--- src/sv/tpp_pkg.sv ---
// Shared types and constants of the terminal padding parser.
// Holds the controller/datapath command and status structs; no dependencies.
package tpp_pkg;

  localparam int HOLD_DEPTH = 32;
  localparam int CNT_W      = $clog2(HOLD_DEPTH + 1);
  localparam int ADDR_W     = $clog2(HOLD_DEPTH);
  localparam int HOLD_SLOTS = 2 ** ADDR_W;

  localparam int CHAR_W      = 8;
  localparam int LINES_W     = 16;
  localparam int PAD_W       = 32;
  localparam int DELAY_W     = 28;
  localparam int RATE_W      = 23;
  localparam int IN_TDATA_W  = 24;
  localparam int OUT_TDATA_W = 40;
  localparam int CFG_IDX_W   = 2;
  localparam int CFG_DATA_W  = 23;

  localparam logic [CFG_IDX_W-1:0] CFG_SOFT_FLOW    = 2'd0;
  localparam logic [CFG_IDX_W-1:0] CFG_PADDING_RATE = 2'd1;
  localparam logic [CFG_IDX_W-1:0] CFG_LINE_RATE    = 2'd2;

  localparam logic [RATE_W-1:0] LINE_RATE_RESET = 23'd9600;

  localparam logic [CHAR_W-1:0] CH_DOLLAR = 8'h24;
  localparam logic [CHAR_W-1:0] CH_LT     = 8'h3C;
  localparam logic [CHAR_W-1:0] CH_GT     = 8'h3E;
  localparam logic [CHAR_W-1:0] CH_DOT    = 8'h2E;
  localparam logic [CHAR_W-1:0] CH_STAR   = 8'h2A;
  localparam logic [CHAR_W-1:0] CH_SLASH  = 8'h2F;
  localparam logic [CHAR_W-1:0] CH_ZERO   = 8'h30;
  localparam logic [CHAR_W-1:0] CH_NINE   = 8'h39;

  localparam logic [PAD_W-1:0] PAD_LIMIT = 32'd1000;
  // x / 10 == (x * RECIP) >> 35 for every 32-bit x.
  localparam logic [PAD_W-1:0] DIV10_RECIP = 32'hCCCC_CCCD;
  localparam int DIV10_SHIFT = 35;

  typedef enum logic [2:0] {
    PAD_KEEP,
    PAD_ZERO,
    PAD_DIGIT,
    PAD_MAC,
    PAD_ADD,
    PAD_MUL10,
    PAD_MUL_LINES,
    PAD_MUL_LINES10
  } pad_op_t;

  typedef enum logic [2:0] {
    SEL_DOLLAR,
    SEL_LT,
    SEL_HELD,
    SEL_INPUT,
    SEL_DELAY
  } out_sel_t;

  typedef struct packed {
    logic     capture;
    logic     commit_start;
    logic     set_delay;
    pad_op_t  pad_op;
    logic     hold_write;
    logic     ptr_clear;
    logic     ptr_inc;
    logic     out_load;
    out_sel_t out_sel;
    logic     out_last;
    logic     finish_clear;
    logic     finish_eos;
  } tpp_cmd_t;

  typedef struct packed {
    logic is_digit;
    logic is_dot;
    logic is_gt;
    logic is_lt;
    logic is_dollar;
    logic is_star;
    logic is_slash;
    logic eos;
    logic pad_ge_limit;
    logic held_full;
    logic held_nz;
    logic ptr_last;
    logic pad_ok;
    logic can_load;
  } tpp_stat_t;

endpackage

--- src/sv/tpp_datapath.sv ---
// Datapath of the terminal padding parser: input capture, padding value
// arithmetic, held-character memory, configuration and output register.
// Depends on tpp_pkg.
module tpp_datapath (
  input  logic                                clk,
  input  logic                                rst,
  input  tpp_pkg::tpp_cmd_t                   cmd,
  output tpp_pkg::tpp_stat_t                  st,
  input  logic [tpp_pkg::IN_TDATA_W-1:0]      s_tdata,
  input  logic                                s_tlast,
  input  logic                                s_tuser,
  output logic                                m_tvalid,
  input  logic                                m_tready,
  output logic [tpp_pkg::OUT_TDATA_W-1:0]     m_tdata,
  output logic                                m_tlast,
  output logic                                m_tuser,
  input  logic                                cfg_we,
  input  logic [tpp_pkg::CFG_IDX_W-1:0]       cfg_index,
  input  logic [tpp_pkg::CFG_DATA_W-1:0]      cfg_data
);

  logic [tpp_pkg::CHAR_W-1:0]  in_char;
  logic                        in_eos;
  logic [tpp_pkg::LINES_W-1:0] in_lines;
  logic                        in_alert;

  logic                        soft_flow;
  logic [tpp_pkg::RATE_W-1:0]  padding_rate;
  logic [tpp_pkg::RATE_W-1:0]  line_rate;

  logic [tpp_pkg::PAD_W-1:0]   pad;
  logic [tpp_pkg::PAD_W-1:0]   pad_next;
  logic [tpp_pkg::CNT_W-1:0]   held_count;
  logic [tpp_pkg::CNT_W-1:0]   ptr;
  logic [tpp_pkg::CNT_W-1:0]   ptr_next;
  logic                        delay_en;
  logic                        string_start;

  logic [tpp_pkg::CHAR_W-1:0]  held_mem [tpp_pkg::HOLD_SLOTS];
  logic [tpp_pkg::CHAR_W-1:0]  rd_data;

  logic [63:0]                 div_prod;
  logic [3:0]                  digit;
  logic [tpp_pkg::PAD_W-1:0]   pad_x10;
  logic [19:0]                 lines_x10;
  logic [19:0]                 mul_b;
  logic [51:0]                 mul_full;
  logic                        start_delay;

  logic [tpp_pkg::CHAR_W-1:0]  out_char;
  logic [tpp_pkg::DELAY_W-1:0] out_delay;

  assign digit     = 4'(in_char - tpp_pkg::CH_ZERO);
  assign pad_x10   = (pad << 3) + (pad << 1);
  assign lines_x10 = (20'(in_lines) << 3) + (20'(in_lines) << 1);
  assign mul_b     = (cmd.pad_op == tpp_pkg::PAD_MUL_LINES10) ? lines_x10 : 20'(in_lines);
  assign mul_full  = pad * mul_b;

  assign start_delay = in_alert ||
                       (!soft_flow && (padding_rate != '0) && (line_rate >= padding_rate));

  always_comb begin
    unique case (cmd.pad_op)
      tpp_pkg::PAD_KEEP:        pad_next = pad;
      tpp_pkg::PAD_ZERO:        pad_next = '0;
      tpp_pkg::PAD_DIGIT:       pad_next = 32'(digit);
      tpp_pkg::PAD_MAC:         pad_next = pad_x10 + 32'(digit);
      tpp_pkg::PAD_ADD:         pad_next = pad + 32'(digit);
      tpp_pkg::PAD_MUL10:       pad_next = pad_x10;
      tpp_pkg::PAD_MUL_LINES,
      tpp_pkg::PAD_MUL_LINES10: pad_next = mul_full[tpp_pkg::PAD_W-1:0];
      default:                  pad_next = pad;
    endcase
  end

  always_comb begin
    if (cmd.ptr_clear) begin
      ptr_next = '0;
    end else if (cmd.ptr_inc) begin
      ptr_next = ptr + tpp_pkg::CNT_W'(1);
    end else begin
      ptr_next = ptr;
    end
  end

  assign st.is_digit     = (in_char >= tpp_pkg::CH_ZERO) && (in_char <= tpp_pkg::CH_NINE);
  assign st.is_dot       = (in_char == tpp_pkg::CH_DOT);
  assign st.is_gt        = (in_char == tpp_pkg::CH_GT);
  assign st.is_lt        = (in_char == tpp_pkg::CH_LT);
  assign st.is_dollar    = (in_char == tpp_pkg::CH_DOLLAR);
  assign st.is_star      = (in_char == tpp_pkg::CH_STAR);
  assign st.is_slash     = (in_char == tpp_pkg::CH_SLASH);
  assign st.eos          = in_eos;
  assign st.pad_ge_limit = (pad >= tpp_pkg::PAD_LIMIT);
  assign st.held_full    = (held_count >= tpp_pkg::CNT_W'(tpp_pkg::HOLD_DEPTH));
  assign st.held_nz      = (held_count != '0);
  assign st.ptr_last     = ((ptr + tpp_pkg::CNT_W'(1)) == held_count);
  // The value is read as signed: only a positive value produces a delay.
  assign st.pad_ok       = delay_en && (pad != '0) && !pad[tpp_pkg::PAD_W-1];
  assign st.can_load     = !m_tvalid || m_tready;

  always_ff @(posedge clk) begin
    if (cmd.capture) begin
      in_char  <= s_tdata[tpp_pkg::CHAR_W-1:0];
      in_lines <= s_tdata[tpp_pkg::CHAR_W +: tpp_pkg::LINES_W];
      in_eos   <= s_tlast;
      in_alert <= s_tuser;
    end
    if (cmd.hold_write) begin
      held_mem[held_count[tpp_pkg::ADDR_W-1:0]] <= in_char;
    end
    rd_data  <= held_mem[ptr_next[tpp_pkg::ADDR_W-1:0]];
    div_prod <= 64'(pad) * 64'(tpp_pkg::DIV10_RECIP);
  end

  always_ff @(posedge clk) begin
    if (rst) begin
      soft_flow    <= 1'b0;
      padding_rate <= '0;
      line_rate    <= tpp_pkg::LINE_RATE_RESET;
      pad          <= '0;
      held_count   <= '0;
      ptr          <= '0;
      delay_en     <= 1'b0;
      string_start <= 1'b1;
    end else begin
      if (cfg_we) begin
        unique case (cfg_index)
          tpp_pkg::CFG_SOFT_FLOW:    soft_flow    <= cfg_data[0];
          tpp_pkg::CFG_PADDING_RATE: padding_rate <= cfg_data[tpp_pkg::RATE_W-1:0];
          tpp_pkg::CFG_LINE_RATE:    line_rate    <= cfg_data[tpp_pkg::RATE_W-1:0];
          default: ;
        endcase
      end
      ptr <= ptr_next;
      if (cmd.finish_clear) begin
        pad        <= '0;
        held_count <= '0;
      end else begin
        pad <= pad_next;
        if (cmd.hold_write) begin
          held_count <= held_count + tpp_pkg::CNT_W'(1);
        end
      end
      // A slash sets delay after the per-string decision has been taken.
      if (cmd.set_delay) begin
        delay_en <= 1'b1;
      end else if (cmd.commit_start && string_start) begin
        delay_en <= start_delay;
      end
      if (cmd.finish_eos) begin
        string_start <= 1'b1;
      end else if (cmd.commit_start) begin
        string_start <= 1'b0;
      end
    end
  end

  always_comb begin
    out_delay = '0;
    unique case (cmd.out_sel)
      tpp_pkg::SEL_DOLLAR: out_char = tpp_pkg::CH_DOLLAR;
      tpp_pkg::SEL_LT:     out_char = tpp_pkg::CH_LT;
      tpp_pkg::SEL_HELD:   out_char = rd_data;
      tpp_pkg::SEL_INPUT:  out_char = in_char;
      tpp_pkg::SEL_DELAY: begin
        out_char  = '0;
        out_delay = div_prod[tpp_pkg::DIV10_SHIFT +: tpp_pkg::DELAY_W];
      end
      default:             out_char = '0;
    endcase
  end

  always_ff @(posedge clk) begin
    if (rst) begin
      m_tvalid <= 1'b0;
    end else if (cmd.out_load) begin
      m_tvalid <= 1'b1;
    end else if (m_tready) begin
      m_tvalid <= 1'b0;
    end
  end

  always_ff @(posedge clk) begin
    if (cmd.out_load) begin
      m_tdata <= {4'b0, out_delay, out_char};
      m_tuser <= (cmd.out_sel == tpp_pkg::SEL_DELAY);
      m_tlast <= cmd.out_last;
    end
  end

endmodule

--- src/sv/tpp_ctrl.sv ---
// Controller of the terminal padding parser: parse mode, per-item decode and
// the sequencer that issues result requests to the datapath. Depends on tpp_pkg.
module tpp_ctrl (
  input  logic               clk,
  input  logic               rst,
  input  logic               s_tvalid,
  output logic               s_tready,
  input  tpp_pkg::tpp_stat_t st,
  output tpp_pkg::tpp_cmd_t  cmd
);

  typedef enum logic [3:0] {
    S_IDLE,
    S_EVAL,
    S_REP_D,
    S_REP_L,
    S_REP_H,
    S_PD,
    S_PC,
    S_ED,
    S_DLY_MUL,
    S_DLY_EMIT
  } state_t;

  typedef enum logic [2:0] {
    M_NORMAL,
    M_DOLLAR,
    M_OPEN,
    M_INT,
    M_FRAC1,
    M_FRAC2,
    M_SUFFIX
  } mode_t;

  state_t state;
  state_t state_next;
  mode_t  mode;
  mode_t  mode_next;
  logic   pd_f;
  logic   pc_f;
  logic   ed_f;
  logic   clr_f;
  logic   eos_f;

  // Decode of the captured byte against the current mode.
  mode_t            mode_mid;
  tpp_pkg::pad_op_t dec_pad_op;
  logic             dec_set_delay;
  logic             dec_hold;
  logic             dec_done;
  logic             dec_fail;
  logic             dec_rep;
  logic             dec_pd;
  logic             dec_pc;
  logic             dec_ed;
  logic             dec_clr;
  logic             spec;
  logic             none_after_rep;

  function automatic state_t seg_next(input logic pd, input logic pc, input logic ed);
    if (pd) begin
      return S_PD;
    end else if (pc) begin
      return S_PC;
    end else if (ed) begin
      return S_ED;
    end
    return S_IDLE;
  endfunction

  function automatic logic in_spec(input mode_t m);
    return (m != M_NORMAL) && (m != M_DOLLAR);
  endfunction

  always_comb begin
    spec          = in_spec(mode);
    mode_mid      = mode;
    dec_pad_op    = tpp_pkg::PAD_KEEP;
    dec_set_delay = 1'b0;
    dec_hold      = 1'b0;
    dec_done      = spec && st.is_gt && (mode != M_OPEN);
    dec_fail      = 1'b0;
    dec_pd        = 1'b0;
    dec_pc        = 1'b0;
    dec_ed        = 1'b0;
    if (spec) begin
      if (dec_done) begin
        if (mode == M_INT) begin
          dec_pad_op = tpp_pkg::PAD_MUL10;
        end
        mode_mid = M_NORMAL;
      end else if (st.held_full) begin
        dec_fail = 1'b1;
      end else begin
        unique case (mode)
          M_OPEN: begin
            if (st.is_digit) begin
              dec_pad_op = tpp_pkg::PAD_DIGIT;
              mode_mid   = M_INT;
            end else if (st.is_dot) begin
              dec_pad_op = tpp_pkg::PAD_ZERO;
              mode_mid   = M_FRAC1;
            end else begin
              dec_fail = 1'b1;
            end
          end
          M_INT: begin
            if (st.is_digit) begin
              // The integer part stops taking digits once it reaches the limit.
              if (st.pad_ge_limit) begin
                dec_fail = 1'b1;
              end else begin
                dec_pad_op = tpp_pkg::PAD_MAC;
              end
            end else if (st.is_dot) begin
              dec_pad_op = tpp_pkg::PAD_MUL10;
              mode_mid   = M_FRAC1;
            end else if (st.is_star) begin
              dec_pad_op = tpp_pkg::PAD_MUL_LINES10;
              mode_mid   = M_SUFFIX;
            end else if (st.is_slash) begin
              dec_pad_op    = tpp_pkg::PAD_MUL10;
              dec_set_delay = 1'b1;
              mode_mid      = M_SUFFIX;
            end else begin
              dec_fail = 1'b1;
            end
          end
          default: begin
            if (st.is_digit && (mode == M_FRAC1)) begin
              dec_pad_op = tpp_pkg::PAD_ADD;
              mode_mid   = M_FRAC2;
            end else if (st.is_digit && (mode == M_FRAC2)) begin
              mode_mid = M_FRAC2;
            end else if (st.is_star) begin
              dec_pad_op = tpp_pkg::PAD_MUL_LINES;
              mode_mid   = M_SUFFIX;
            end else if (st.is_slash) begin
              dec_set_delay = 1'b1;
              mode_mid      = M_SUFFIX;
            end else begin
              dec_fail = 1'b1;
            end
          end
        endcase
        dec_hold = !dec_fail;
      end
    end
    // A failed spec is replayed and the byte is then handled as plain text.
    if (dec_fail) begin
      mode_mid = M_NORMAL;
    end
    if (!spec || dec_fail) begin
      if (mode_mid == M_DOLLAR) begin
        if (st.is_lt) begin
          mode_mid = M_OPEN;
        end else begin
          dec_pd   = 1'b1;
          dec_pc   = 1'b1;
          mode_mid = M_NORMAL;
        end
      end else if (st.is_dollar) begin
        mode_mid = M_DOLLAR;
      end else begin
        dec_pc = 1'b1;
      end
    end
    dec_ed  = st.eos && (mode_mid == M_DOLLAR);
    dec_rep = dec_fail || (st.eos && in_spec(mode_mid));
    dec_clr = dec_rep || dec_done || st.eos;
  end

  assign none_after_rep = !pd_f && !pc_f && !ed_f;

  always_comb begin
    cmd        = '0;
    cmd.pad_op = tpp_pkg::PAD_KEEP;
    cmd.out_sel = tpp_pkg::SEL_DOLLAR;
    s_tready   = 1'b0;
    state_next = state;
    mode_next  = mode;
    unique case (state)
      S_IDLE: begin
        s_tready = 1'b1;
        if (s_tvalid) begin
          cmd.capture = 1'b1;
          state_next  = S_EVAL;
        end
      end
      S_EVAL: begin
        cmd.commit_start = 1'b1;
        cmd.ptr_clear    = 1'b1;
        cmd.pad_op       = dec_pad_op;
        cmd.set_delay    = dec_set_delay;
        cmd.hold_write   = dec_hold;
        mode_next        = st.eos ? M_NORMAL : mode_mid;
        if (dec_done) begin
          state_next = S_DLY_MUL;
        end else if (dec_rep) begin
          state_next = S_REP_D;
        end else begin
          state_next = seg_next(dec_pd, dec_pc, dec_ed);
        end
        if (state_next == S_IDLE) begin
          cmd.finish_clear = dec_clr;
          cmd.finish_eos   = st.eos;
        end
      end
      S_REP_D: begin
        if (st.can_load) begin
          cmd.out_load = 1'b1;
          cmd.out_sel  = tpp_pkg::SEL_DOLLAR;
          state_next   = S_REP_L;
        end
      end
      S_REP_L: begin
        if (st.can_load) begin
          cmd.out_load = 1'b1;
          cmd.out_sel  = tpp_pkg::SEL_LT;
          cmd.out_last = !st.held_nz && none_after_rep;
          state_next   = st.held_nz ? S_REP_H : seg_next(pd_f, pc_f, ed_f);
        end
      end
      S_REP_H: begin
        if (st.can_load) begin
          cmd.out_load = 1'b1;
          cmd.out_sel  = tpp_pkg::SEL_HELD;
          cmd.out_last = st.ptr_last && none_after_rep;
          cmd.ptr_inc  = 1'b1;
          state_next   = st.ptr_last ? seg_next(pd_f, pc_f, ed_f) : S_REP_H;
        end
      end
      S_PD: begin
        if (st.can_load) begin
          cmd.out_load = 1'b1;
          cmd.out_sel  = tpp_pkg::SEL_DOLLAR;
          cmd.out_last = !pc_f && !ed_f;
          state_next   = seg_next(1'b0, pc_f, ed_f);
        end
      end
      S_PC: begin
        if (st.can_load) begin
          cmd.out_load = 1'b1;
          cmd.out_sel  = tpp_pkg::SEL_INPUT;
          cmd.out_last = !ed_f;
          state_next   = seg_next(1'b0, 1'b0, ed_f);
        end
      end
      S_ED: begin
        if (st.can_load) begin
          cmd.out_load = 1'b1;
          cmd.out_sel  = tpp_pkg::SEL_DOLLAR;
          cmd.out_last = 1'b1;
          state_next   = S_IDLE;
        end
      end
      S_DLY_MUL: begin
        state_next = st.pad_ok ? S_DLY_EMIT : S_IDLE;
      end
      S_DLY_EMIT: begin
        if (st.can_load) begin
          cmd.out_load = 1'b1;
          cmd.out_sel  = tpp_pkg::SEL_DELAY;
          cmd.out_last = 1'b1;
          state_next   = S_IDLE;
        end
      end
      default: begin
        state_next = S_IDLE;
      end
    endcase
    if ((state != S_IDLE) && (state != S_EVAL) && (state_next == S_IDLE)) begin
      cmd.finish_clear = clr_f;
      cmd.finish_eos   = eos_f;
    end
  end

  always_ff @(posedge clk) begin
    if (rst) begin
      state <= S_IDLE;
      mode  <= M_NORMAL;
      pd_f  <= 1'b0;
      pc_f  <= 1'b0;
      ed_f  <= 1'b0;
      clr_f <= 1'b0;
      eos_f <= 1'b0;
    end else begin
      state <= state_next;
      mode  <= mode_next;
      if (state == S_EVAL) begin
        pd_f  <= dec_pd;
        pc_f  <= dec_pc;
        ed_f  <= dec_ed;
        clr_f <= dec_clr;
        eos_f <= st.eos;
      end
    end
  end

endmodule

--- src/sv/terminal_padding_parser_unit.sv ---
// Top level of the terminal padding parser: joins the controller and the
// datapath. Depends on tpp_pkg, tpp_ctrl and tpp_datapath.
//
// Usage: bytes of a terminal control string arrive on the s_ channel, one
// request each, with tlast on the last byte of the string. Results leave on
// the m_ channel: a character to send or a delay in milliseconds, with tlast
// on the final result caused by each input byte. A byte may cause no result.
// Padding specs of the form $<value*/> are taken out of the stream.
// Each byte passes an accept state (S_IDLE) and a decode state (S_EVAL), then
// a result state for each result it causes; a closing '>' adds the state
// S_DLY_MUL for the reciprocal multiply that divides the value by ten, even
// when no delay results. A failed spec replays '$', '<' and every held byte,
// one per cycle while the receiver takes them.
// A stalled receiver holds the output register and the sequencer waits; the
// next byte is accepted once the last result of the current one is loaded.
// Reset (rst, synchronous) returns to plain text mode, clears the spec and
// loads the configuration defaults; no clearing pass is needed.
// Configuration is written through cfg_we/cfg_index/cfg_data by the user
// only while idle; the block itself does not enforce this.
module terminal_padding_parser_unit (
  input  logic                              clk,
  input  logic                              rst,
  input  logic                              s_tvalid,
  output logic                              s_tready,
  // char_in [7:0], affected_lines [23:8]
  input  logic [tpp_pkg::IN_TDATA_W-1:0]    s_tdata,
  input  logic                              s_tlast,
  // is_alert_string [0]
  input  logic                              s_tuser,
  output logic                              m_tvalid,
  input  logic                              m_tready,
  // char_out [7:0], delay_ms [35:8], zero fill [39:36]
  output logic [tpp_pkg::OUT_TDATA_W-1:0]   m_tdata,
  output logic                              m_tlast,
  // event_type [0]
  output logic                              m_tuser,
  input  logic                              cfg_we,
  input  logic [tpp_pkg::CFG_IDX_W-1:0]     cfg_index,
  input  logic [tpp_pkg::CFG_DATA_W-1:0]    cfg_data
);

  tpp_pkg::tpp_cmd_t  cmd;
  tpp_pkg::tpp_stat_t st;

  tpp_ctrl u_ctrl (
    .clk      (clk),
    .rst      (rst),
    .s_tvalid (s_tvalid),
    .s_tready (s_tready),
    .st       (st),
    .cmd      (cmd)
  );

  tpp_datapath u_datapath (
    .clk       (clk),
    .rst       (rst),
    .cmd       (cmd),
    .st        (st),
    .s_tdata   (s_tdata),
    .s_tlast   (s_tlast),
    .s_tuser   (s_tuser),
    .m_tvalid  (m_tvalid),
    .m_tready  (m_tready),
    .m_tdata   (m_tdata),
    .m_tlast   (m_tlast),
    .m_tuser   (m_tuser),
    .cfg_we    (cfg_we),
    .cfg_index (cfg_index),
    .cfg_data  (cfg_data)
  );

endmodule

--- config.mk ---
export PLATFORM = sky130hd
export DESIGN_NAME = terminal_padding_parser_unit
export DESIGN_NICKNAME = d
export VERILOG_FILES = /design/src/sv/tpp_pkg.sv /design/src/sv/tpp_datapath.sv /design/src/sv/tpp_ctrl.sv /design/src/sv/terminal_padding_parser_unit.sv
export SDC_FILE = /design/constraint.sdc
export NUM_CORES = 2
export LEC_CHECK = 0
export BUFFER_PORTS_ARGS = -buffer_cell sky130_fd_sc_hd__buf_2
export CORE_UTILIZATION = 45
export DETAILED_ROUTE_END_ITERATION = 16
export HOLD_SLACK_MARGIN = 0.05
export PLACE_DENSITY = 0.62
export SYNTH_ARGS = -nofsm -noshare
export SYNTH_HDL_FRONTEND = slang
export SYNTH_SLANG_ARGS = --single-unit
--- constraint.sdc ---
create_clock -name clk -period 11.2 [get_ports clk]
set_input_delay 0.56 -clock clk [delete_from_list [all_inputs] [get_ports clk]]
set_output_delay 0.56 -clock clk [all_outputs]
set_load 0.01 [all_outputs]
==> qor.txt <==
Outcome: completed
Final TNS setup: 0 ns
Crit share post-route: 93.5%
Top_reg_cell synth: edfxtp_1
Reg2reg start: u_datapath.pad[29]$_SDFFE_PP0P_
CTS tree: built
First-pass GRT wire length: 224000 um
Core area: 115000 um2
Share of total power in the clock network: 38.4%
Clock slew at reported path FFs: 0.06 ns
Hold WC Path Type: in -> reg
Vias in the first global route: 38300
Worst Setup Path Type: reg -> reg
Largest area contributor in the netlist: fa_1
# clock sinks: 462
Final #Nets: 6755
CTS H-tree depth: 2
Largest net degree at the start of global routing: 78
Worst vdd rail ir drop: 0.114 mV
NetSw: 0.00138 W
Share of synthesized registers carrying an async set or reset: 0%
Layout cells sized above 1: 6.19%
Crit path from: u_datapath.pad[29]$_SDFFE_PP0P_
Initial antenna violation count: 3
Vias: 37800
Reg-to-reg setup timing slack: 0.73 ns
Netlist cell types: 93
Fmax achieved: 95.5 MHz
Arr. time, crit path: 11.03 ns
Detailed Place HPWL: 113000 um
DRC viols: 0
Fill count: 10700
Routed len/inst: 20.7 um
Pint: 0.00320 W
CP required: 11.76 ns
Synth Cell Area: 52400 um2
Sequential power share: 43.4%
CP startpoint kind: flip-flop
Initial core utilization: 45.6%
Grt total ovfl: 0
Horiz. Die Dim: 343 um
Cells after synthesis: 5348
Leak pwr: 25.9 nW
Antenna viol nets, final: 0
Die Ht: 343 um
Synthesis-to-finish area growth: 8.12%
Layout Utilization: 49.3%
Post-synth top area share: 29.5%
Critical path's largest stage delay: 0.60 ns
Combinational cell fraction of total power: 18.2%
Maxcap violations: 0
Flops & latches, synth: 462
Crit path top cell by count: fa_1
Minimum clock period: 10.47 ns
Critical Path End Type: flip-flop
Syn avg cell area: 9.79 um2
Inserted Clock Buffers: 53
Pwr dens: 80.9 nW/um2
Die ar.: 118000 um2
GRT Total Usage: 25.0%
Share of the yosys chip area belonging to registers: 23.8%
Synth area leaders: fa_1 (30%), edfxtp_1 (18%), ha_1 (12%)
Slew headroom: 23.4%
RSZ-0062 raised after global routing: no
Slew @ Worst Pin: 1.14 ns
Port bufs: 95
Worst reg2reg path depth: 35
Post-Route WL: 144000 um
Slowest cell on crit path: o211ai_4
Final setup skew: 0.0196 ns
Post-synth EDFFs: 320
First-pass DRT Iterations: 6
Top Ports: 100
Clock root cell: clkbuf_16
Final Hold Violating Endpoints: 0
Vias/cell: 5.42
Sw Ratio: 30.2%
Crit path max fanout: 18
Ys Warns: 0
Clk Latency, worst-skew pair: 0.65 ns
Last element of the critical path: u_datapath.pad[31]$_SDFFE_PP0P_
RePlAce Congestion: 1.00
Slew Limit Fails: 0
FF-to-FF End: u_datapath.pad[31]$_SDFFE_PP0P_
Clock Tree Buf Depth: 3
Core Rows: 124
Initial DRC Count: 2536
Number of setup buffers added after CTS: 0
Setup violators final: 0
[power by group through the flow]
| stage | clock network (W) | registers (W) | logic, W |
|---|---|---|---|
| 2_1_floorplan | 0 | 0.00203 | 0.000489 |
| 5_1_grt | 0.00185 | 0.00200 | 0.000911 |
| 3_5_place_dp | 0 | 0.00202 | 0.000831 |
| 6_report | 0.00176 | 0.00199 | 0.000832 |
| 4_1_cts | 0.00179 | 0.00199 | 0.000835 |
| 3_3_place_gp | 0 | 0.00203 | 0.000827 |
[stage by stage]
stage	total power [W]	instances	hold WS, ns	worst slack [ns]	cell area, um2
2_1_floorplan	0.00252	5351	0.430	1.15	52400
3_3_place_gp	0.00285	6871	0.445	1.05	54800
3_5_place_dp	0.00285	6871	0.453	0.937	54800
4_1_cts	0.00462	6972	0.0519	0.889	56600
5_1_grt	0.00476	6973	0.0697	0.214	56600
6_report	0.00458	6973	0.0928	0.732	56600
[final cells by class]
type                            count  area, um2  area share [%]
Multi-Input combinational cell   3564      35000            61.8
Inverter                         1141       4280            7.56
Timing Repair Buffer              195       1230            2.18
Clock buffer                       64       1390            2.45
Sequential cell                   462      12500            22.0
Clock inverter                     34        382           0.674
Tap cell                         1512       1890            3.34
Antenna cell                        1       2.50         0.00442
[worst min path at each step]
stage | to | startpoint | slack (ns) | cells past startpoint
detailed placement | u_datapath.line_rate[0]$_SDFFE_PP0P_ | u_datapath.line_rate[0]$_SDFFE_PP0P_ | 0.45 | 2
finish | u_datapath.in_lines[10]$_DFFE_PP_ | s_tdata[18] | 0.09 | 1
floorplan | u_datapath.string_start$_SDFFE_PP1P_ | u_ctrl.eos_f$_SDFFE_PP0P_ | 0.43 | 2
global route | u_datapath.in_lines[10]$_DFFE_PP_ | s_tdata[18] | 0.07 | 1
global placement | u_datapath.line_rate[0]$_SDFFE_PP0P_ | u_datapath.line_rate[0]$_SDFFE_PP0P_ | 0.45 | 2
CTS | u_datapath.in_lines[10]$_DFFE_PP_ | s_tdata[18] | 0.05 | 1
[flip-flops by register name, summed over array words and instances, names as in the netlist, 16 cells and up]
name	cells
u_datapath.held_mem	256
u_datapath.m_tdata	36
u_datapath.pad	32
u_datapath.div_prod	28
u_datapath.line_rate	23
u_datapath.padding_rate	23
u_datapath.in_lines	16
[cells by family (layout without fill, tap and decap cells)]
| kind of cell | after synthesis | in the layout | share of synthesized area (%) |
|---|---|---|---|
| buffers and inverters | 1325 | 1434 | 9.57 |
| AOI/OAI and AO/OA | 715 | 715 | 9.13 |
| xor gates and xnor gates | 185 | 185 | 3.23 |
| and+or+nand+nor | 1349 | 1349 | 12.0 |
| other | 1 | 5 | 0.00716 |
| muxes | 29 | 29 | 0.595 |
| adders and majority gates | 1282 | 1282 | 41.7 |
| DFF | 462 | 462 | 23.8 |
[synthesized netlist by cell type, types with 77 or more instances]
| master | count |
|---|---|
| a211oi_1 | 101 |
| and2_1 | 148 |
| a21oi_1 | 196 |
| ha_1 | 510 |
| o21ai_0 | 77 |
| edfxtp_1 | 320 |
| clkbuf_1 | 159 |
| xnor2_1 | 127 |
| fa_1 | 772 |
| dfxtp_1 | 142 |
| inv_1 | 1129 |
| nand2_1 | 607 |
| nor2_1 | 267 |
[what timing repair did]
item | CTS | global route
resized for setup | 0 | 0
endpoints found under the hold margin | 3 | 0
hold buffers | 3 | 0
endpoints found under the setup margin | 0 | 0
[worst max-delay path, delay by kind of cell, from the launching register on]
kind / cells / cell delay [ns]
XOR/XNOR: 1 / 0.36
buffers and inverters: 8 / 1.30
adder cells (fa/ha/maj): 9 / 4.28
AND/OR/NAND/NOR: 9 / 1.67
flip-flops: 1 / 0.29
multiplexers: 1 / 0.26
AO/OA/AOI/OAI: 7 / 2.20
[cell usage in the layout (no fill, tap or decap), types with 23 or more instances in the layout]
master	netlist	layout
a211oi_1	101	101
a21o_1	76	76
a21oi_1	196	196
a311oi_1	37	37
a31oi_1	55	55
and2_1	148	147
and3_1	33	33
buf_2	8	95
buf_4	6	97
clkbuf_16	0	53
dfxtp_1	142	142
edfxtp_1	320	320
fa_1	772	772
ha_1	510	510
inv_1	1129	1129
nand2_1	607	607
nand3_1	53	53
nor2_1	267	262
nor2b_1	29	29
nor3_1	70	68
nor4_1	23	23
o21ai_0	77	77
xnor2_1	127	127
xor2_1	53	53
[routing by layer]
| metal | share of wire [%] | up-vias | GRT usage, % |
|---|---|---|---|
| met2 | 48 | 1236 | 41.5 |
| met3 | 6.9 | 226 | 4.09 |
| li1 | - | 17300 | - |
| met5 | 0 | - | 0 |
| met1 | 42 | 19000 | 33.6 |
| met4 | 3.0 | 0 | 7.11 |
No activity file was read; power rests on OpenSTA's default activity.
